## src/hw/rtl/onewire_bus_master_assert.svh

```systemverilog
// assertion macros for the onewire bus master rtl
// each macro expects clk and rst_n in scope
`ifndef ONEWIRE_BUS_MASTER_ASSERT_SVH
`define ONEWIRE_BUS_MASTER_ASSERT_SVH

// same-cycle implication
`define OWM_ASSERT_IMP(name, ante, cons) \
    name: assert property (@(posedge clk) disable iff (!rst_n) (ante) |-> (cons)) \
        else $error("owm assertion failed");

// next-cycle implication
`define OWM_ASSERT_NEXT(name, ante, cons) \
    name: assert property (@(posedge clk) disable iff (!rst_n) (ante) |=> (cons)) \
        else $error("owm assertion failed");

`endif

```

## src/hw/rtl/owm_pkg.sv

```systemverilog
`timescale 1ns / 1ps
// ----------------------------------------------------------------------------
// owm_pkg
// types, constants and helper functions of the 1-wire bus master
// ----------------------------------------------------------------------------
package owm_pkg;

    localparam int CFG_W       = 10;
    localparam int REG_COUNT   = 8;
    localparam int RECOVERY_US = 2;
    localparam logic [7:0] CRC_POLY = 8'h8C;

    localparam logic [CFG_W-1:0] RESET_LOW_INIT  = 10'd500;
    localparam logic [CFG_W-1:0] WINDOW_INIT     = 10'd310;
    localparam logic [CFG_W-1:0] W1_LOW_INIT     = 10'd10;
    localparam logic [CFG_W-1:0] W1_HIGH_INIT    = 10'd50;
    localparam logic [CFG_W-1:0] W0_LOW_INIT     = 10'd60;
    localparam logic [CFG_W-1:0] RD_LOW_INIT     = 10'd2;
    localparam logic [CFG_W-1:0] RD_DELAY_INIT   = 10'd3;
    localparam logic [CFG_W-1:0] RD_TAIL_INIT    = 10'd60;

    typedef enum logic [3:0] {
        PH_IDLE          = 4'd0,
        PH_RST_LOW       = 4'd1,
        PH_RST_WAIT_HIGH = 4'd2,
        PH_RST_WINDOW    = 4'd3,
        PH_RST_FREE      = 4'd4,
        PH_RECOVER       = 4'd5,
        PH_WR_LOW        = 4'd6,
        PH_WR_HIGH       = 4'd7,
        PH_RD_LOW        = 4'd8,
        PH_RD_DELAY      = 4'd9,
        PH_RD_TAIL       = 4'd10
    } phase_t;

    typedef enum logic [1:0] {
        OP_RESET = 2'd0,
        OP_WRITE = 2'd1,
        OP_RBYTE = 2'd2,
        OP_RBIT  = 2'd3
    } op_t;

    typedef enum logic [2:0] {
        CMD_TICK  = 3'd0,
        CMD_RESET = 3'd1,
        CMD_WRITE = 3'd2,
        CMD_RBYTE = 3'd3,
        CMD_RBIT  = 3'd4
    } cmd_t;

    typedef enum logic [2:0] {
        REG_RESET_LOW = 3'd0,
        REG_WINDOW    = 3'd1,
        REG_W1_LOW    = 3'd2,
        REG_W1_HIGH   = 3'd3,
        REG_W0_LOW    = 3'd4,
        REG_RD_LOW    = 3'd5,
        REG_RD_DELAY  = 3'd6,
        REG_RD_TAIL   = 3'd7
    } reg_idx_t;

    typedef struct packed {
        logic [CFG_W-1:0] reset_low_us;
        logic [CFG_W-1:0] presence_window_us;
        logic [CFG_W-1:0] write_one_low_us;
        logic [CFG_W-1:0] write_one_high_us;
        logic [CFG_W-1:0] write_zero_low_us;
        logic [CFG_W-1:0] read_low_us;
        logic [CFG_W-1:0] read_sample_delay_us;
        logic [CFG_W-1:0] read_tail_us;
    } cfg_t;

    typedef struct packed {
        logic       drive_low;
        logic       busy_res;
        logic       done_res;
        logic       presence;
        logic [7:0] rx_data;
        logic       crc_zero;
        logic       rejected;
    } result_t;

    // a zero duration lasts one microsecond
    function automatic logic [CFG_W-1:0] span(input logic [CFG_W-1:0] v);
        return (v == '0) ? CFG_W'(1) : v;
    endfunction

    // dallas crc-8, reflected polynomial
    function automatic logic [7:0] crc_fold(input logic [7:0] crc, input logic [7:0] data);
        logic [7:0] c;
        c = crc ^ data;
        for (int i = 0; i < 8; i++)
        begin
            if (c[0])
                c = (c >> 1) ^ CRC_POLY;
            else
                c = c >> 1;
        end
        return c;
    endfunction

endpackage

```

## src/hw/rtl/owm_if.sv

```systemverilog
`timescale 1ns / 1ps
// ----------------------------------------------------------------------------
// owm_in_if / owm_out_if
// valid/ready channels carrying bus ticks and commands in, results out
// ----------------------------------------------------------------------------
interface owm_in_if;
    logic       valid;
    logic       ready;
    logic [2:0] cmd;
    logic [7:0] tx_byte;
    logic       line_level;

    modport source (output valid, output cmd, output tx_byte, output line_level,
                    input ready);
    modport sink   (input valid, input cmd, input tx_byte, input line_level,
                    output ready);
endinterface

interface owm_out_if;
    logic       valid;
    logic       ready;
    logic       drive_low;
    logic       busy_res;
    logic       done_res;
    logic       presence;
    logic [7:0] rx_data;
    logic       crc_zero;
    logic       rejected;

    modport source (output valid, output drive_low, output busy_res, output done_res,
                    output presence, output rx_data, output crc_zero, output rejected,
                    input ready);
    modport sink   (input valid, input drive_low, input busy_res, input done_res,
                    input presence, input rx_data, input crc_zero, input rejected,
                    output ready);
endinterface

```

## src/hw/rtl/owm_cfg_regs.sv

```systemverilog
`timescale 1ns / 1ps
// ----------------------------------------------------------------------------
// owm_cfg_regs
// slot timing registers, written through a plain write port
// ----------------------------------------------------------------------------
module owm_cfg_regs (
    input  logic                       clk,
    input  logic                       rst_n,
    input  logic                       cfg_we,
    input  logic [2:0]                 cfg_index,
    input  logic [owm_pkg::CFG_W-1:0]  cfg_data,
    output owm_pkg::cfg_t              cfg
);

    owm_pkg::cfg_t cfg_reg;
    owm_pkg::cfg_t cfg_next;

    always_comb
    begin
        cfg_next = cfg_reg;
        if (cfg_we)
        begin
            case (owm_pkg::reg_idx_t'(cfg_index))
                owm_pkg::REG_RESET_LOW: cfg_next.reset_low_us         = cfg_data;
                owm_pkg::REG_WINDOW:    cfg_next.presence_window_us   = cfg_data;
                owm_pkg::REG_W1_LOW:    cfg_next.write_one_low_us     = cfg_data;
                owm_pkg::REG_W1_HIGH:   cfg_next.write_one_high_us    = cfg_data;
                owm_pkg::REG_W0_LOW:    cfg_next.write_zero_low_us    = cfg_data;
                owm_pkg::REG_RD_LOW:    cfg_next.read_low_us          = cfg_data;
                owm_pkg::REG_RD_DELAY:  cfg_next.read_sample_delay_us = cfg_data;
                owm_pkg::REG_RD_TAIL:   cfg_next.read_tail_us         = cfg_data;
                default:                cfg_next = cfg_reg;
            endcase
        end
    end

    always_ff @(posedge clk or negedge rst_n)
    begin
        if (!rst_n)
        begin
            cfg_reg.reset_low_us         <= owm_pkg::RESET_LOW_INIT;
            cfg_reg.presence_window_us   <= owm_pkg::WINDOW_INIT;
            cfg_reg.write_one_low_us     <= owm_pkg::W1_LOW_INIT;
            cfg_reg.write_one_high_us    <= owm_pkg::W1_HIGH_INIT;
            cfg_reg.write_zero_low_us    <= owm_pkg::W0_LOW_INIT;
            cfg_reg.read_low_us          <= owm_pkg::RD_LOW_INIT;
            cfg_reg.read_sample_delay_us <= owm_pkg::RD_DELAY_INIT;
            cfg_reg.read_tail_us         <= owm_pkg::RD_TAIL_INIT;
        end
        else
        begin
            cfg_reg <= cfg_next;
        end
    end

    assign cfg = cfg_reg;

endmodule

```

## src/hw/rtl/owm_engine.sv

```systemverilog
`timescale 1ns / 1ps
// ----------------------------------------------------------------------------
// owm_engine
// bus phase sequencer: one microsecond step per accepted item
// ----------------------------------------------------------------------------
`include "onewire_bus_master_assert.svh"

module owm_engine (
    input  logic                clk,
    input  logic                rst_n,
    input  logic                accept,
    input  logic [2:0]          cmd,
    input  logic [7:0]          tx_byte,
    input  logic                line_level,
    input  owm_pkg::cfg_t       cfg,
    output owm_pkg::result_t    res
);

    localparam int TW = owm_pkg::CFG_W;

    owm_pkg::phase_t  phase_reg, phase_next, phase_s;
    owm_pkg::op_t     op_kind_reg, op_kind_next, op_s;
    logic [TW-1:0]    us_timer_reg, us_timer_next, us_s;
    logic [TW-1:0]    window_timer_reg, window_timer_next, wt_s;
    logic [3:0]       bit_index_reg, bit_index_next, bi_s;
    logic [7:0]       shift_reg, shift_next, sb_s;
    logic [7:0]       crc_reg, crc_next, crc_s;
    logic             presence_reg, presence_next, pres_s;

    logic             cmd_ok;
    logic             rejected_w;
    logic             done_w;
    logic [7:0]       rx_w;
    logic [TW:0]      us_inc;
    logic [TW-1:0]    wt_inc;
    logic [3:0]       bi_inc;
    logic             wbit;

    assign cmd_ok = (cmd == owm_pkg::CMD_RESET) || (cmd == owm_pkg::CMD_WRITE)
                 || (cmd == owm_pkg::CMD_RBYTE) || (cmd == owm_pkg::CMD_RBIT);

    // command start
    always_comb
    begin
        phase_s    = phase_reg;
        op_s       = op_kind_reg;
        us_s       = us_timer_reg;
        wt_s       = window_timer_reg;
        bi_s       = bit_index_reg;
        sb_s       = shift_reg;
        crc_s      = crc_reg;
        pres_s     = presence_reg;
        rejected_w = 1'b0;
        if (phase_reg == owm_pkg::PH_IDLE)
        begin
            if (cmd_ok)
            begin
                bi_s = '0;
                wt_s = '0;
                us_s = '0;
                case (cmd)
                    owm_pkg::CMD_RESET:
                    begin
                        op_s    = owm_pkg::OP_RESET;
                        pres_s  = 1'b0;
                        crc_s   = '0;
                        phase_s = owm_pkg::PH_RST_LOW;
                    end
                    owm_pkg::CMD_WRITE:
                    begin
                        op_s    = owm_pkg::OP_WRITE;
                        sb_s    = tx_byte;
                        phase_s = owm_pkg::PH_WR_LOW;
                    end
                    owm_pkg::CMD_RBYTE:
                    begin
                        op_s    = owm_pkg::OP_RBYTE;
                        sb_s    = '0;
                        phase_s = owm_pkg::PH_RD_LOW;
                    end
                    default:
                    begin
                        op_s    = owm_pkg::OP_RBIT;
                        sb_s    = '0;
                        phase_s = owm_pkg::PH_RD_LOW;
                    end
                endcase
            end
        end
        else if (cmd_ok)
        begin
            rejected_w = 1'b1;
        end
    end

    assign us_inc = {1'b0, us_s} + (TW+1)'(1);
    assign wt_inc = (wt_s != '1) ? wt_s + TW'(1) : wt_s;
    assign bi_inc = bi_s + 4'd1;
    assign wbit   = sb_s[bi_s[2:0]];

    // next state
    always_comb
    begin
        phase_next        = phase_s;
        op_kind_next      = op_s;
        us_timer_next     = us_s;
        window_timer_next = wt_s;
        bit_index_next    = bi_s;
        shift_next        = sb_s;
        crc_next          = crc_s;
        presence_next     = pres_s;
        done_w            = 1'b0;
        rx_w              = '0;
        case (phase_s)
            owm_pkg::PH_IDLE:
            begin
                phase_next = owm_pkg::PH_IDLE;
            end
            owm_pkg::PH_RST_LOW:
            begin
                us_timer_next = us_inc[TW-1:0];
                if (us_inc >= {1'b0, owm_pkg::span(cfg.reset_low_us)})
                begin
                    phase_next        = owm_pkg::PH_RST_WAIT_HIGH;
                    us_timer_next     = '0;
                    window_timer_next = '0;
                end
            end
            owm_pkg::PH_RST_WAIT_HIGH, owm_pkg::PH_RST_WINDOW, owm_pkg::PH_RST_FREE:
            begin
                if (phase_s == owm_pkg::PH_RST_FREE && line_level)
                begin
                    phase_next    = owm_pkg::PH_RECOVER;
                    us_timer_next = '0;
                end
                else
                begin
                    if (phase_s == owm_pkg::PH_RST_WAIT_HIGH && line_level)
                        phase_next = owm_pkg::PH_RST_WINDOW;
                    if (phase_s == owm_pkg::PH_RST_WINDOW && !line_level)
                    begin
                        presence_next = 1'b1;
                        phase_next    = owm_pkg::PH_RST_FREE;
                    end
                    window_timer_next = wt_inc;
                    if (wt_inc >= owm_pkg::span(cfg.presence_window_us))
                    begin
                        done_w        = 1'b1;
                        phase_next    = owm_pkg::PH_IDLE;
                        us_timer_next = '0;
                    end
                end
            end
            owm_pkg::PH_RECOVER:
            begin
                us_timer_next = us_inc[TW-1:0];
                if (us_inc >= (TW+1)'(owm_pkg::RECOVERY_US))
                begin
                    us_timer_next = '0;
                    if (op_s == owm_pkg::OP_RESET)
                    begin
                        done_w     = 1'b1;
                        phase_next = owm_pkg::PH_IDLE;
                    end
                    else
                    begin
                        bit_index_next = bi_inc;
                        if (op_s == owm_pkg::OP_RBIT || bi_inc >= 4'd8)
                        begin
                            if (op_s == owm_pkg::OP_RBYTE)
                            begin
                                rx_w     = sb_s;
                                crc_next = owm_pkg::crc_fold(crc_s, sb_s);
                            end
                            else if (op_s == owm_pkg::OP_RBIT)
                            begin
                                rx_w = {7'd0, sb_s[0]};
                            end
                            done_w     = 1'b1;
                            phase_next = owm_pkg::PH_IDLE;
                        end
                        else if (op_s == owm_pkg::OP_WRITE)
                        begin
                            phase_next = owm_pkg::PH_WR_LOW;
                        end
                        else
                        begin
                            phase_next = owm_pkg::PH_RD_LOW;
                        end
                    end
                end
            end
            owm_pkg::PH_WR_LOW:
            begin
                us_timer_next = us_inc[TW-1:0];
                if (us_inc >= {1'b0, owm_pkg::span(wbit ? cfg.write_one_low_us
                                                        : cfg.write_zero_low_us)})
                begin
                    us_timer_next = '0;
                    phase_next    = wbit ? owm_pkg::PH_WR_HIGH : owm_pkg::PH_RECOVER;
                end
            end
            owm_pkg::PH_WR_HIGH:
            begin
                us_timer_next = us_inc[TW-1:0];
                if (us_inc >= {1'b0, owm_pkg::span(cfg.write_one_high_us)})
                begin
                    us_timer_next = '0;
                    phase_next    = owm_pkg::PH_RECOVER;
                end
            end
            owm_pkg::PH_RD_LOW:
            begin
                us_timer_next = us_inc[TW-1:0];
                if (us_inc >= {1'b0, owm_pkg::span(cfg.read_low_us)})
                begin
                    us_timer_next = '0;
                    phase_next    = owm_pkg::PH_RD_DELAY;
                end
            end
            owm_pkg::PH_RD_DELAY:
            begin
                us_timer_next = us_inc[TW-1:0];
                if (us_inc >= {1'b0, owm_pkg::span(cfg.read_sample_delay_us)})
                begin
                    us_timer_next = '0;
                    phase_next    = owm_pkg::PH_RD_TAIL;
                end
            end
            owm_pkg::PH_RD_TAIL:
            begin
                // sample on the first microsecond of the tail
                if (us_s == '0)
                begin
                    if (op_s == owm_pkg::OP_RBYTE)
                        shift_next = {line_level, sb_s[7:1]};
                    else
                        shift_next = {7'd0, line_level};
                end
                us_timer_next = us_inc[TW-1:0];
                if (us_inc >= {1'b0, owm_pkg::span(cfg.read_tail_us)})
                begin
                    us_timer_next = '0;
                    phase_next    = owm_pkg::PH_RECOVER;
                end
            end
            default:
            begin
                phase_next    = owm_pkg::PH_IDLE;
                us_timer_next = '0;
            end
        endcase
    end

    // outputs
    always_comb
    begin
        res.drive_low = (phase_s == owm_pkg::PH_RST_LOW) || (phase_s == owm_pkg::PH_WR_LOW)
                     || (phase_s == owm_pkg::PH_RD_LOW);
        res.busy_res  = (phase_next != owm_pkg::PH_IDLE);
        res.done_res  = done_w;
        res.presence  = presence_next;
        res.rx_data   = rx_w;
        res.crc_zero  = (crc_next == '0);
        res.rejected  = rejected_w;
    end

    always_ff @(posedge clk or negedge rst_n)
    begin
        if (!rst_n)
        begin
            phase_reg        <= owm_pkg::PH_IDLE;
            op_kind_reg      <= owm_pkg::OP_RESET;
            us_timer_reg     <= '0;
            window_timer_reg <= '0;
            bit_index_reg    <= '0;
            shift_reg        <= '0;
            crc_reg          <= '0;
            presence_reg     <= 1'b0;
        end
        else if (accept)
        begin
            phase_reg        <= phase_next;
            op_kind_reg      <= op_kind_next;
            us_timer_reg     <= us_timer_next;
            window_timer_reg <= window_timer_next;
            bit_index_reg    <= bit_index_next;
            shift_reg        <= shift_next;
            crc_reg          <= crc_next;
            presence_reg     <= presence_next;
        end
    end

    `OWM_ASSERT_NEXT(a_done_goes_idle, accept && res.done_res, phase_reg == owm_pkg::PH_IDLE)
    `OWM_ASSERT_NEXT(a_drive_stays_busy, accept && res.drive_low, phase_reg != owm_pkg::PH_IDLE)
    `OWM_ASSERT_NEXT(a_reject_keeps_op, accept && res.rejected, $stable(op_kind_reg))
    `OWM_ASSERT_IMP(a_slot_index_range, phase_reg != owm_pkg::PH_IDLE, bit_index_reg < 4'd8)

endmodule

```

## src/hw/rtl/owm_out_stage.sv

```systemverilog
`timescale 1ns / 1ps
// ----------------------------------------------------------------------------
// owm_out_stage
// result register between the sequencer and the result channel
// ----------------------------------------------------------------------------
module owm_out_stage (
    input  logic               clk,
    input  logic               rst_n,
    input  logic               load,
    input  owm_pkg::result_t   res,
    output logic               can_load,
    owm_out_if.source          out_ch
);

    logic             valid_reg, valid_next;
    owm_pkg::result_t data_reg;

    assign can_load = !valid_reg || out_ch.ready;

    always_comb
    begin
        valid_next = valid_reg;
        if (load)
            valid_next = 1'b1;
        else if (out_ch.ready)
            valid_next = 1'b0;
    end

    always_ff @(posedge clk or negedge rst_n)
    begin
        if (!rst_n)
            valid_reg <= 1'b0;
        else
            valid_reg <= valid_next;
    end

    always_ff @(posedge clk)
    begin
        if (load)
            data_reg <= res;
    end

    assign out_ch.valid     = valid_reg;
    assign out_ch.drive_low = data_reg.drive_low;
    assign out_ch.busy_res  = data_reg.busy_res;
    assign out_ch.done_res  = data_reg.done_res;
    assign out_ch.presence  = data_reg.presence;
    assign out_ch.rx_data   = data_reg.rx_data;
    assign out_ch.crc_zero  = data_reg.crc_zero;
    assign out_ch.rejected  = data_reg.rejected;

endmodule

```

## src/hw/rtl/onewire_bus_master.sv

```systemverilog
`timescale 1ns / 1ps
// ----------------------------------------------------------------------------
// onewire_bus_master
// open-drain 1-wire bus master driven by one item per microsecond
//
// in_ch carries one transfer per microsecond: the sampled line level and an
// optional command (reset with presence, write byte, read byte, read bit).
// out_ch returns one result per input transfer: drive_low for that
// microsecond, busy/done flags, presence, read data, crc status and a
// rejected flag for commands sent while busy.
// slot timings come from eight 10-bit registers on the cfg write port; they are
// to be written while the bus is idle, which the block itself does not enforce.
// a result is registered and is valid in the cycle after its input transfer.
// throughput: one transfer per cycle while out_ch takes results; the phase
// timers, the crc fold and the result register update on an accepted transfer.
// when out_ch stalls, the result register holds and in_ch.ready drops until
// the result is taken; no transfer is lost or repeated.
// reset: timing registers return to their defaults, the sequencer goes idle,
// crc and presence clear, and the result register empties.
// ----------------------------------------------------------------------------
module onewire_bus_master (
    input  logic                       clk,
    input  logic                       rst_n,
    input  logic                       cfg_we,
    input  logic [2:0]                 cfg_index,
    input  logic [owm_pkg::CFG_W-1:0]  cfg_data,
    owm_in_if.sink                     in_ch,
    owm_out_if.source                  out_ch
);

    owm_pkg::cfg_t    cfg;
    owm_pkg::result_t res;
    logic             can_load;
    logic             accept;

    assign in_ch.ready = can_load;
    assign accept      = in_ch.valid && can_load;

    owm_cfg_regs u_cfg (
        .clk       (clk),
        .rst_n     (rst_n),
        .cfg_we    (cfg_we),
        .cfg_index (cfg_index),
        .cfg_data  (cfg_data),
        .cfg       (cfg)
    );

    owm_engine u_engine (
        .clk        (clk),
        .rst_n      (rst_n),
        .accept     (accept),
        .cmd        (in_ch.cmd),
        .tx_byte    (in_ch.tx_byte),
        .line_level (in_ch.line_level),
        .cfg        (cfg),
        .res        (res)
    );

    owm_out_stage u_out (
        .clk      (clk),
        .rst_n    (rst_n),
        .load     (accept),
        .res      (res),
        .can_load (can_load),
        .out_ch   (out_ch)
    );

endmodule

```

## src/flat_wrapper.sv

```systemverilog
// flat-port wrapper written by rule: the top's interface ports become plain ports
module onewire_bus_master_flat 
  (clk, rst_n, cfg_we, cfg_index, cfg_data, in_ch_valid, in_ch_cmd, in_ch_tx_byte, in_ch_line_level, in_ch_ready, out_ch_valid, out_ch_drive_low, out_ch_busy_res, out_ch_done_res, out_ch_presence, out_ch_rx_data, out_ch_crc_zero, out_ch_rejected, out_ch_ready);
  owm_in_if in_ch_i ();
  owm_out_if out_ch_i ();
  input  logic clk;
  input  logic rst_n;
  input  logic cfg_we;
  input  logic [2:0] cfg_index;
  input  logic [owm_pkg::CFG_W-1:0] cfg_data;
  input wire logic [$bits(in_ch_i.valid)-1:0] in_ch_valid;
  input wire logic [$bits(in_ch_i.cmd)-1:0] in_ch_cmd;
  input wire logic [$bits(in_ch_i.tx_byte)-1:0] in_ch_tx_byte;
  input wire logic [$bits(in_ch_i.line_level)-1:0] in_ch_line_level;
  output wire logic [$bits(in_ch_i.ready)-1:0] in_ch_ready;
  output wire logic [$bits(out_ch_i.valid)-1:0] out_ch_valid;
  output wire logic [$bits(out_ch_i.drive_low)-1:0] out_ch_drive_low;
  output wire logic [$bits(out_ch_i.busy_res)-1:0] out_ch_busy_res;
  output wire logic [$bits(out_ch_i.done_res)-1:0] out_ch_done_res;
  output wire logic [$bits(out_ch_i.presence)-1:0] out_ch_presence;
  output wire logic [$bits(out_ch_i.rx_data)-1:0] out_ch_rx_data;
  output wire logic [$bits(out_ch_i.crc_zero)-1:0] out_ch_crc_zero;
  output wire logic [$bits(out_ch_i.rejected)-1:0] out_ch_rejected;
  input wire logic [$bits(out_ch_i.ready)-1:0] out_ch_ready;
  assign in_ch_i.valid = in_ch_valid;
  assign in_ch_i.cmd = in_ch_cmd;
  assign in_ch_i.tx_byte = in_ch_tx_byte;
  assign in_ch_i.line_level = in_ch_line_level;
  assign in_ch_ready = in_ch_i.ready;
  assign out_ch_valid = out_ch_i.valid;
  assign out_ch_drive_low = out_ch_i.drive_low;
  assign out_ch_busy_res = out_ch_i.busy_res;
  assign out_ch_done_res = out_ch_i.done_res;
  assign out_ch_presence = out_ch_i.presence;
  assign out_ch_rx_data = out_ch_i.rx_data;
  assign out_ch_crc_zero = out_ch_i.crc_zero;
  assign out_ch_rejected = out_ch_i.rejected;
  assign out_ch_i.ready = out_ch_ready;
  onewire_bus_master u_core (.clk(clk), .rst_n(rst_n), .cfg_we(cfg_we), .cfg_index(cfg_index), .cfg_data(cfg_data), .in_ch(in_ch_i), .out_ch(out_ch_i));
endmodule
```

## config.mk

```make
export PLATFORM = sky130hd
export DESIGN_NAME = onewire_bus_master_flat
export DESIGN_NICKNAME = d
export VERILOG_FILES = /design/src/hw/rtl/owm_pkg.sv /design/src/hw/rtl/owm_if.sv /design/src/hw/rtl/owm_cfg_regs.sv /design/src/hw/rtl/owm_engine.sv /design/src/hw/rtl/owm_out_stage.sv /design/src/hw/rtl/onewire_bus_master.sv /design/src/flat_wrapper.sv
export VERILOG_INCLUDE_DIRS = /design/src /design/src/hw/rtl
export SDC_FILE = /design/constraint.sdc
export NUM_CORES = 1
export LEC_CHECK = 0
export BUFFER_PORTS_ARGS = -buffer_cell sky130_fd_sc_hd__buf_2
export CORE_AREA = 2 2 132 134
export CTS_BUF_LIST = sky130_fd_sc_hd__clkbuf_4 sky130_fd_sc_hd__clkbuf_8
export DETAILED_ROUTE_END_ITERATION = 10
export DIE_AREA = 0 0 134 136
export GPL_TIMING_DRIVEN = 1
export PLACE_DENSITY = 0.73
export SLEW_MARGIN = 30
export SYNTH_ARGS = -nofsm -noshare
export SYNTH_HDL_FRONTEND = slang
export SYNTH_SLANG_ARGS = --single-unit
```

## constraint.sdc

```tcl
create_clock -name clk -period 7.2 [get_ports clk]
set_input_delay 1.44 -clock clk [delete_from_list [all_inputs] [get_ports clk]]
set_output_delay 1.44 -clock clk [all_outputs]
set_load 0.03 [all_outputs]
```

# After elaboration in Yosys (flattened, before gate mapping)
# Cells that the tools add are included.
# op_classes
order_cmp	10
n_eq_ne	25
mux	129
n_addsub	3
n_bitwise	12
n_reduce_logical	38
# op_table
cell	count
$mux W8	57
$mux W10	24
$pmux W10 S9	1
$mux W4	21
$logic_not A10 Y1	8
$ge A11 B10 Y1	6
$pmux W4 S8	1
$not A2 Y3	8
$pmux W10 S2	1
$eq A4 B3 Y1 const B	4
$mux W1	16
$pmux W8 S2	1
$reduce_and A2 Y1	8
$eq A3 B3 Y1 const B	5
$eq A3 B2 Y1 const B	4
$eq A4 B4 Y1 const B	3
$add A10 B1 Y11 const B	1
$ge A11 B2 Y1 const B	1
$add A10 B1 Y10 const B	1
$ge A10 B10 Y1	1
$ne A10 B10 Y1 const B	1
$eq A4 B2 Y1 const B	2
$logic_not A4 Y1	2
$logic_not A8 Y1	1
23 further kinds	39
# totals
in_bits	30
regBits	142

# Depth between registers and ports, before layout
# Gate-level depths: netlist (run 1).
# logic_depth
ltp_word	64
depth_mapped	23

# By module
# Synthesis (run 1) repeated with hierarchy kept, for this count alone.
# unflattened
hier_cells	947
hier_area_um2	9634.2
# by_module_without_submodules
module	area_per_inst_um2	cells_per_inst	seq_area_each_um2	instances
owm_engine	5963.2	754	1176.1	1
owm_cfg_regs	3196.8	175	2035.7	1
owm_out_stage	467.9	17	445.4	1
onewire_bus_master	6.3	1	0.0	1

# Least setup slack after synthesis (run 1)
# No wires, ideal clock.
# synth_timing
path_type	input port to flip-flop
from	input in_ch_cmd[1]
to	register u_core.u_out.data_reg (netlist bit u_core.u_out.out_ch.busy_res) (data pin)
path_buffers	4
required_time_ns	6.935
setup_slack_ns	0.832
cell_stages	21
arrival_time_ns	6.103
setup_ns	0.265
path_cell_list	buf_2 > or3_1 > nand3_1 > clkbuf_1 > clkbuf_1 > nand2_1 > inv_1 > ha_1 > clkbuf_1 > and3_1 > nor2b_1 > o21a_1 > ha_1 > and3_1 > a211o_1 > a311oi_1 > o21ai_0 > a41oi_1 > nand2_1 > or4_1 > or3_1
# synth_rtl
element	line	rtl
start, declared	flat_wrapper.sv:12	input wire logic [$bits(in_ch_i.cmd)-1:0] in_ch_cmd;
end signal, assigned	owm_out_stage.sv:40	data_reg <= res;
end, declared	owm_out_stage.sv:16	owm_pkg::result_t data_reg;

==> results.md, run 1 <==
- Status: finished clean
- Worst path slowest cell: o21ai_2
- Ratio of cells with drive above 1 in the final layout: 0.201
- Max Clock Freq: between 150 and 200 MHz
- Post-cts resize count: 0
- TritonCTS Buffers: 17
- Core Region: roughly 17,000 sq um
- CTS tree: done
- Synth top area share: 0.273
- Post-cts hold buffer count: 0
- Critical path class: in2reg
- Number of flops mapped to enable cells by yosys: 14
- Worst Setup Start Kind: input port
- Synth Register Bits: around 140
- Critical Path RT: 7.41 ns
- Worst IR drop on VDD: between 0.2 and 0.25 mV
- First-pass GRT wire length: 37.0 mm
- Io pins: 46
- Routed via count: around 7,500
- Final Setup Violations: 0
- Fraction of registers with async set/reset: 0.901
- Seq/Total Area, Yosys: 0.394
- Grt ovf: 0
- Mapped Area: 9270 sq um
- Leading area contributor after synthesis: dfrtp_1
- Synth Area in Simple Gates: 0.158
- 1st-iter DRT viols: ~480
- Worst skew pair latency: between 0.4 and 0.5 ns
- Pin slew with the least headroom to its limit: a little under 0.8 ns
- Htree depth: 4
- Synth Area in Adders: 0.101
- Worst path cell trace: buf_2 > nor2b_1 > o21ai_2 > a22oi_1 > mux4_2 > o21ai_2 > mux2i_1 > ha_1 > and4_1 > a2111oi_0 > o31ai_1 > a211o_1 > a32oi_1 > o2111ai_1 > nor3b_1 > nand2_1 > or3_1
- Cell row count: between 40 and 50
- Number of global-route vias before repair: 7,182
- Static leakage: ~0.0046 uW
- Largest net degree at the start of global routing: 69
- Clock buffer depth: 2
- Initial antenna violation count: 0
- Crit. End Element: register
- Final critical-path share of the clock period: 0.837
- DRT Pass-1 Iters: 5
- Hold slack: between 0.4 and 0.5 ns
- Crit path max fanout: 27
- Cell Pwr Density: around 310 nW/um^2
- Post-CTS Setup Inserts: 0
- Post-synthesis compound-gate area fraction: 0.176
- Synth Instances: 964
- Largest stage delay, worst path: between 0.5 and 0.6 ns
- Yosys warnings: 0
- Initial Util: 0.549
- Post-detail-place hpwl: 15.7 mm
- Max reg flops: 80
- Fin. Hold Viols: 0
- CTS sink cnt: 142
- Routed wire length: about 23 mm
- Die area: around 18,000 sq um
- Final Skew: approximately 0.024 ns
- Mux share of post-synthesis cell area: 0.0920
- Area grow syn2layout: 9.73%
- Setup TNS: 0 ns
- Die Height: 136 um
- Nets@finish: between 1,000 and 1,500
- Number of distinct library cells after synthesis: 72
- Wirelength per Cell: roughly 18 um
- Die width: 134 um
- Synth top area cells: dfrtp_1, ha_1, mux2_2
- Relative slew slack: 0.477
- Largest family of logic cells by synthesized area: compound AO/OA/AOI/OAI gates
- Crit path time final: roughly 6 ns
- Hold crit path type: reg2reg
- Vias/cell: roughly 6
- Tot GR Track Use: 0.260
- Worst-path clk slew: ~0.080 ns
- DRC violations left: 0
- Number of diodes: 0
- CP Data Arrival Time: about 6.2 ns
- # port buffers: 45
- Total power: 3120 uW
- Xor and xnor area share after synthesis: 0.0340
- Cell repeated most along the worst path: o21ai_2
- Max-cap violations: 0
- Synthesized area per cell: slightly below 10 sq um
- CTS root buf: clkbuf_8
- Remaining antenna violation count: 0
- Routability cong.: approximately 0.91
- Syn Nets: approximately 1,100
- Post-synth top flop: dfrtp_1
- Slew Viols, Final: 0
- RSZ-0062 raised after global routing: no
## worst max-delay path, delay by kind of cell
family                   cells  cell delay (ns)
adder cells (fa/ha/maj)      1             0.28
multiplexers                 2             0.81
AO/OA/AOI/OAI                8             2.43
AND/OR/NAND/NOR              5             1.03
buffers and inverters        1             0.24
## final timing paths
path | startpoint | end | slack [ns] | cells past startpoint
worst max-delay path | in_ch_cmd[2] | u_core.u_out.out_ch.busy_res | 1.17 | 17
worst min-delay path | u_core.u_engine.presence_reg | u_core.u_engine.presence_reg | 0.49 | 2
worst max register to register | u_core.u_engine.phase_reg[2] | u_core.u_out.out_ch.busy_res | 1.74 | 17
worst min register to register | u_core.u_engine.presence_reg | u_core.u_engine.presence_reg | 0.49 | 2
max in group asynchronous | rst_n | u_core.u_cfg.cfg[68] | 5.03 | 3
min in group asynchronous | rst_n | u_core.u_cfg.cfg[71] | 1.03 | 1
## placed cells by master, fill, tap and decap left out, types with 13 or more instances in the layout
cell type  netlist  final
nand2_1         91     91
xor2_1          14     14
nor3_1          19     17
clkbuf_8         0     19
dfrtp_1        101    101
buf_4            0     14
inv_1           67     67
ha_1            75     75
nor2_1          67     66
nand2b_1        20     20
a32o_1          14     14
o21ai_0         59     59
edfxtp_1        14     14
buf_2            6     44
mux2_2          64     64
nor4_1          19     19
dfstp_2         27     27
o21a_1          13     13
nand3_1         17     17
a22o_1          13     13
xnor2_1         22     22
a21oi_1         38     38
## stage by stage
| stage | instance area (sq um) | instances | utilization | setup WS, ns |
|---|---|---|---|---|
| after global routing | 10200 | 1241 | 0.603 | 0.806 |
| after global placement | 9740 | 1208 | 0.577 | 0.492 |
| final | 10200 | 1241 | 0.603 | 1.17 |
| after floorplan | 9270 | 964 | - | 0.832 |
| after CTS | 10100 | 1240 | 0.600 | 1.25 |
| after detailed placement | 9740 | 1208 | 0.577 | 0.771 |
## power breakdown
group,switching [uW],leakage [uW],internal [uW]
combinational,776,0.00273,567
sequential,148,0.00170,987
clock,343,0.000205,305
## cells in the mapped netlist (11+ instances only)
library cell / count
mux2_2: 64
nand2_1: 91
o21a_1: 13
a21oi_1: 38
inv_1: 67
o21ai_0: 59
nor2_1: 67
a32o_1: 14
nand3_1: 17
a22o_1: 13
dfrtp_1: 101
ha_1: 75
edfxtp_1: 14
nor3_1: 19
xor2_1: 14
nand2b_1: 20
clkbuf_1: 28
dfstp_2: 27
a21o_1: 12
mux2i_1: 11
nor4_1: 19
xnor2_1: 22
## cells by family (layout without fill, tap and decap cells)
group,after synthesis,count (layout)
xor+xnor,36,36
flops,142,142
mux,76,76
simple gates,296,296
compound gates,233,233
buf+inv,106,158
fa+ha+maj,75,75
## layout make-up
| class | instances | area, sq um |
|---|---|---|
| clock buffer | 20 | 269 |
| clock inverter | 12 | 123 |
| fill | 1449 | 6700 |
| inverter | 67 | 251 |
| multi-input combinational | 716 | 5240 |
| sequential | 142 | 3660 |
| tap | 225 | 282 |
| timing repair buffer | 59 | 353 |
## layer usage
layer  vias up  part of all wire  GRT usage
met1      3593              0.46      0.338
met4         0             0.024     0.0887
li1       3610                 -          -
met3        45             0.052     0.0593
met5         -                 0          0
met2       204              0.47      0.430
No activity file was read; power rests on OpenSTA's default activity.
==> run 2: changes to the inputs <==
--- a/config.mk
+++ b/config.mk
@@ -12,7 +12,7 @@
 export DETAILED_ROUTE_END_ITERATION = 10
 export DIE_AREA = 0 0 134 136
 export GPL_TIMING_DRIVEN = 1
-export PLACE_DENSITY = 0.73
+export PLACE_DENSITY = 0.76
 export SLEW_MARGIN = 30
 export SYNTH_ARGS = -nofsm -noshare
 export SYNTH_HDL_FRONTEND = slang
==> constraint.sdc (replaced) <==
create_clock -name clk -period 5 [get_ports clk]
set_input_delay 1 -clock clk [delete_from_list [all_inputs] [get_ports clk]]
set_output_delay 1 -clock clk [all_outputs]
set_load 0.03 [all_outputs]
==> run 2 against run 1 <==
Net effect: wire length up 4.3%; critical path depth grew 1; combinational power rose by 70%; critical path type is now reg2reg.
==> results.md, run 2 (same netlist as run 1, synthesis figures left out) <==
- Status: finished clean
- Comb power frac: 0.472
- Clock Power Share: 0.196
- RSZ-0062 raised after global routing: yes
- Critical path class: reg2reg
- Io pins: 46
- Worst path slowest cell: mux4_2
- Net Sw Frac: 0.405
- First-pass GRT wire length: 38.6 mm
- Worst IR drop on VDD: 0.280 mV
- DRT Pass-1 Iters: 5
- Static leakage: around 0.0050 uW
- Critical Path RT: roughly 5.2 ns
- Final critical-path share of the clock period: 0.963
- Cell Int Power: around 2900 uW
- Ratio of cells with drive above 1 in the final layout: 0.265
- Total power: just under 5000 uW
- Post-detail-place hpwl: 16.8 mm
- Worst path cell trace: nor4_4 > buf_4 > a32o_1 > a22oi_1 > mux4_2 > o21ai_2 > buf_12 > mux2i_1 > ha_1 > a21o_1 > a2111oi_2 > o31ai_1 > a211o_1 > a32oi_1 > o2111ai_1 > nor3b_2 > nand2_1 > or3_1
- Number of global-route vias before repair: roughly 7,500
- Die area: ~18,000 sq um
- Routed wire length: 23.5 mm
- Register share of total power: 0.332
- Htree depth: 4
- Crit. End Element: register
- Max reg flops: 80
- # port buffers: between 40 and 50
- Clock buffer depth: 2
- Most frequent cells in the layout: dfrtp_1, nand2_1, buf_4, ha_1
- CTS sink cnt: between 100 and 150
- Grt ovf: 0
- Final core utilization: 0.639
- Worst skew pair latency: 0.47 ns
- Worst Setup Start Kind: register
- Initial Util: 0.549
- Core Region: 16,900 sq um
- DRC violations left: 0
- Crit path buf inv count: 2
- Slew Viols, Final: 0
- Crit path max-delay family: compound AO/OA/AOI/OAI gates
- Relative slew slack: 0.419
- Total net switching power: about 2000 uW
- Max Clock Freq: between 200 and 250 MHz
- Cell row count: between 40 and 50
- TritonCTS Buffers: 17
- Vias/cell: 6.00
- Most common cell after layout, fill and taps aside: dfrtp_1
- Pin slew with the least headroom to its limit: just under 0.9 ns
- Hold crit path type: reg2reg
- Fin. Hold Viols: 0
- Cell Pwr Density: roughly 450 nW/um^2
- Wirelength per Cell: around 18 um
- Tot GR Track Use: 0.270
- Max-cap violations: 0
- CTS tree: done
- Crit path time final: between 4 and 5 ns
- Number of diodes: 0
- Initial antenna violation count: 0
- CTS root buf: clkbuf_8
- Post-cts hold buffer count: 0
- CP Data Arrival Time: about 5.0 ns
- Remaining antenna violation count: 0
- Crit path max fanout: 9
- Largest stage delay, worst path: slightly above 0.5 ns
- Die width: approximately 130 um
- Nets@finish: roughly 1,200
- Die Height: approximately 140 um
- 1st-iter DRT viols: around 490
- Routed via count: 7,840
- Final Skew: between 0.01 and 0.015 ns
- Final Setup Violations: 0
- Largest net degree at the start of global routing: 66
- Worst-path clk slew: roughly 0.090 ns
- Routability cong.: approximately 0.90
- Area grow syn2layout: 16.3%
==> run 2: layout make-up <==
type	instances	area [sq um]
sequential	142	3660
multi-input combinational	716	5330
tap	225	282
inverter	67	254
timing repair buffer	125	853
fill	1380	6100
clock inverter	14	156
clock buffer	18	248
==> run 2: through the flow <==
stage | setup WS [ns] | hold slack, ns | instances | TNS (ns) | area [sq um]
after floorplan | -0.121 | 0.446 | 964 | -0.121 | 9380
after global placement | -0.251 | 0.463 | 1274 | -0.924 | 10300
after detailed placement | -0.342 | 0.476 | 1274 | -1.52 | 10300
after CTS | 0.0862 | 0.502 | 1306 | 0 | 10700
after global routing | -0.0923 | 0.526 | 1307 | -0.100 | 10800
final | 0.183 | 0.499 | 1307 | 0 | 10800
==> run 2: timing repair <==
item / CTS / global route
gates resized for setup: 0 / 7
setup endpoints to repair: 0 / 7
setup buffers: 0 / 1
==> run 2: worst paths after layout <==
path,from,cells past startpoint,slack (ns),end
max,u_core.u_engine.phase_reg[3],18,0.18,u_core.u_out.out_ch.busy_res
min in group asynchronous,rst_n,1,0.64,u_core.u_out.out_ch.valid
max reg2reg,u_core.u_engine.phase_reg[3],18,0.18,u_core.u_out.out_ch.busy_res
min,u_core.u_engine.presence_reg,2,0.50,u_core.u_engine.presence_reg
min reg2reg,u_core.u_engine.presence_reg,2,0.50,u_core.u_engine.presence_reg
max in group asynchronous,rst_n,2,3.33,u_core.u_cfg.cfg[65]
==> run 2: tightest hold or removal path, stage by stage (launching register included) <==
cell     delay (ns)
dfrtp_1        0.36
nand2_1        0.05
nand2_1        0.05
==> run 2: power by group through the flow <==
| stage | clock, uW | sequential, uW | combinational (uW) |
|---|---|---|---|
| floorplan | 0 | 1580 | 1500 |
| detailed placement | 0 | 1620 | 2200 |
| finish | 950 | 1600 | 2280 |
| global placement | 0 | 1610 | 2140 |
| global route | 1010 | 1630 | 2510 |
| CTS | 960 | 1600 | 2220 |
==> run 2: layer usage <==
layer / GRT usage / part of all wire
met1: 0.353 / 0.44
met2: 0.450 / 0.48
met3: 0.0522 / 0.054
met4: 0.0981 / 0.026
met5: 0 / 0
==> run 3: changes to the inputs <==
--- a/config.mk
+++ b/config.mk
@@ -6,7 +6,7 @@
 export SDC_FILE = /design/constraint.sdc
 export NUM_CORES = 1
 export LEC_CHECK = 0
-export BUFFER_PORTS_ARGS = -buffer_cell sky130_fd_sc_hd__buf_2
+export BUFFER_PORTS_ARGS = -buffer_cell sky130_fd_sc_hd__buf_4
 export CORE_AREA = 2 2 132 134
 export CTS_BUF_LIST = sky130_fd_sc_hd__clkbuf_4 sky130_fd_sc_hd__clkbuf_8
 export DETAILED_ROUTE_END_ITERATION = 10
==> run 3 against run 2 <==
Net effect: flip-flop and latch count stayed put; non-clock buffer count rose by 4; clock power is 8.9% lower; core utilization grew 0.85 points; first-iteration DRC count down 3.5%; sequential share of layout area down 0.45 points; count of clock-buffer cells in the layout did not move; global-route usage decreased by 0.59 points; power is 0.16% lower; register-to-register slack better by 0.02 ns; critical path depth unchanged; worst setup slack got worse by 0.0038 ns; largest cell class unchanged.
==> results.md, run 3 (same netlist as run 1, synthesis figures left out) <==
- Status: finished clean
- DRT Pass-1 Iters: 6
- Worst path cell trace: buf_4 > nor2b_1 > o21ai_4 > a22oi_1 > mux4_2 > o21ai_4 > buf_6 > mux2i_2 > ha_1 > and4_1 > a2111oi_2 > o31ai_1 > a211o_1 > a32oi_2 > o2111ai_2 > nor3b_2 > nand2_1 > or3_1
- Largest stage delay, worst path: ~0.54 ns
- Worst-path clk slew: approximately 0.08 ns
- Nets@finish: about 1,200
- Fin. Hold Viols: 0
- Initial Util: 0.549
- Post-cts hold buffer count: 0
- 1st-iter DRT viols: around 470
- CP endpoint: u_core.u_out.out_ch.busy_res
- Final critical-path share of the clock period: 0.964
- R2r setup slk: 0.20 ns
- Slew Viols, Final: 0
- Hold crit path type: in2async
- Most common cell after layout, fill and taps aside: buf_4
- Wirelength per Cell: roughly 18 um
- Most frequent cells in the layout: buf_4, dfrtp_1, nand2_1, ha_1
- Remaining antenna violation count: 0
- Static leakage: approximately 0.0050 uW
- Routed via count: 7,860
- Crit path max fanout: 7
- Crit. End Element: register
- Final Skew: ~0.012 ns
- Number of global-route vias before repair: between 7,000 and 8,000
- Max reg flops: 80
- CTS root buf: clkbuf_8
- Routed wire length: between 20 and 25 mm
- CTS tree: done
- Cell repeated most along the worst path: o21ai_4
- Final cell count without fillers: 1,311
- First-pass GRT wire length: approximately 38 mm
- Critical Path RT: ~5.2 ns
- Io pins: 46
- Worst Setup Start Kind: input port
- Die Height: 136 um
- Htree depth: 4
- Cell row count: 48
- Reg-to-Reg Start: u_core.u_engine.phase_reg[3]
- Cell Pwr Density: between 400 and 500 nW/um^2
- DRC violations left: 0
- CTS sink cnt: approximately 140
- Relative slew slack: 0.499
- Post-detail-place hpwl: about 17 mm
- Core Region: 16,900 sq um
- Worst IR drop on VDD: ~0.26 mV
- Dpl ws: -0.294 ns
- Grt ovf: 0
- Worst skew pair latency: between 0.4 and 0.5 ns
- R2r worst-path depth: 18
- Area grow syn2layout: 17.8%
- Crit. Startpoint: in_ch_cmd[2]
- Crit path time final: 4.82 ns
- Vias/cell: ~6
- Worst path slowest cell: mux4_2
- Clock buffer depth: 2
- Die width: 134 um
- Ratio of cells with drive above 1 in the final layout: 0.271
- # port buffers: 45
- Number of diodes: 0
- Worst reg2reg endpoint: u_core.u_out.out_ch.busy_res
- Worst setup margin: about 0.18 ns
- Die area: about 18,000 sq um
- Routability cong.: 0.931
- Critical path class: in2reg
- RSZ-0062 raised after global routing: yes
- TritonCTS Buffers: 17
- Max-cap violations: 0
- CP Data Arrival Time: roughly 5 ns
- Max Clock Freq: 207 MHz
- Placed cell count: between 1,000 and 1,500
- Initial antenna violation count: 0
- Tot GR Track Use: 0.264
- Final Setup Violations: 0
- Pin slew with the least headroom to its limit: 0.752 ns
- Largest net degree at the start of global routing: 62
## run 3: changes by cell type in the layout (fill, tap and decap cells not counted), moves of 2 or more
cell and delta:
buf_4 +46, buf_2 -43, clkinv_2 +3, clkinv_4 -3, inv_8 -3, a311oi_1 -2, a311oi_2 +2, buf_6 +2
clkinv_1 +2, o21ai_2 -2
## run 3: power by group
part           internal, uW  leakage, uW  switching (uW)
clock                   397     0.000178             467
sequential             1420      0.00170             190
combinational          1080      0.00313            1270
total                  2900      0.00501            1930
## run 3: worst max-delay path: cells and delay by family
kind | cells | cell delay [ns]
buf+inv | 2 | 0.30
simple gates | 5 | 0.96
mux | 2 | 0.74
compound gates | 8 | 1.73
fa+ha+maj | 1 | 0.28
## run 3: routing by layer
layer,up-vias,share of wire,global-route usage
met1,3808,0.44,0.350
li1,3746,-,-
met3,44,0.057,0.0492
met2,262,0.48,0.437
met5,-,0,0
met4,0,0.019,0.0928
## run 3: how the worst min path moves through the flow
stage	slack (ns)	to	cells after the start
5_1_grt	0.39	u_core.u_out.out_ch.valid	1
6_report	0.40	u_core.u_out.out_ch.valid	1
2_1_floorplan	0.45	u_core.u_engine.presence_reg	2
3_3_place_gp	0.46	u_core.u_engine.presence_reg	2
4_1_cts	0.38	u_core.u_out.out_ch.valid	1
3_5_place_dp	0.48	u_core.u_engine.presence_reg	2
## run 3: layout make-up
cell class	count	area, sq um
Clock inverter	14	119
Tap cell	225	282
Timing Repair Buffer	129	986
Multi-Input combinational cell	716	5380
Fill cell	1295	5950
Sequential cell	142	3660
Inverter	67	254
Clock buffer	18	241
## run 3: per-stage QoR
stage / hold slack [ns] / instance area [sq um] / TNS [ns] / power [uW] / utilization
floorplan: 0.446 / 9380 / -0.121 / 3080 / -
global placement: 0.460 / 10400 / -0.854 / 3760 / 0.618
detailed placement: 0.485 / 10400 / -0.727 / 3830 / 0.618
CTS: 0.384 / 10800 / 0 / 4710 / 0.639
global route: 0.390 / 10900 / -0.0209 / 5160 / 0.647
finish: 0.396 / 10900 / 0 / 4830 / 0.647
## run 3: timing repair
action	CTS	global route
setup endpoints to repair	0	11
endpoints found under the hold margin	0	0
gates resized for setup	0	18
buffers inserted	0	3
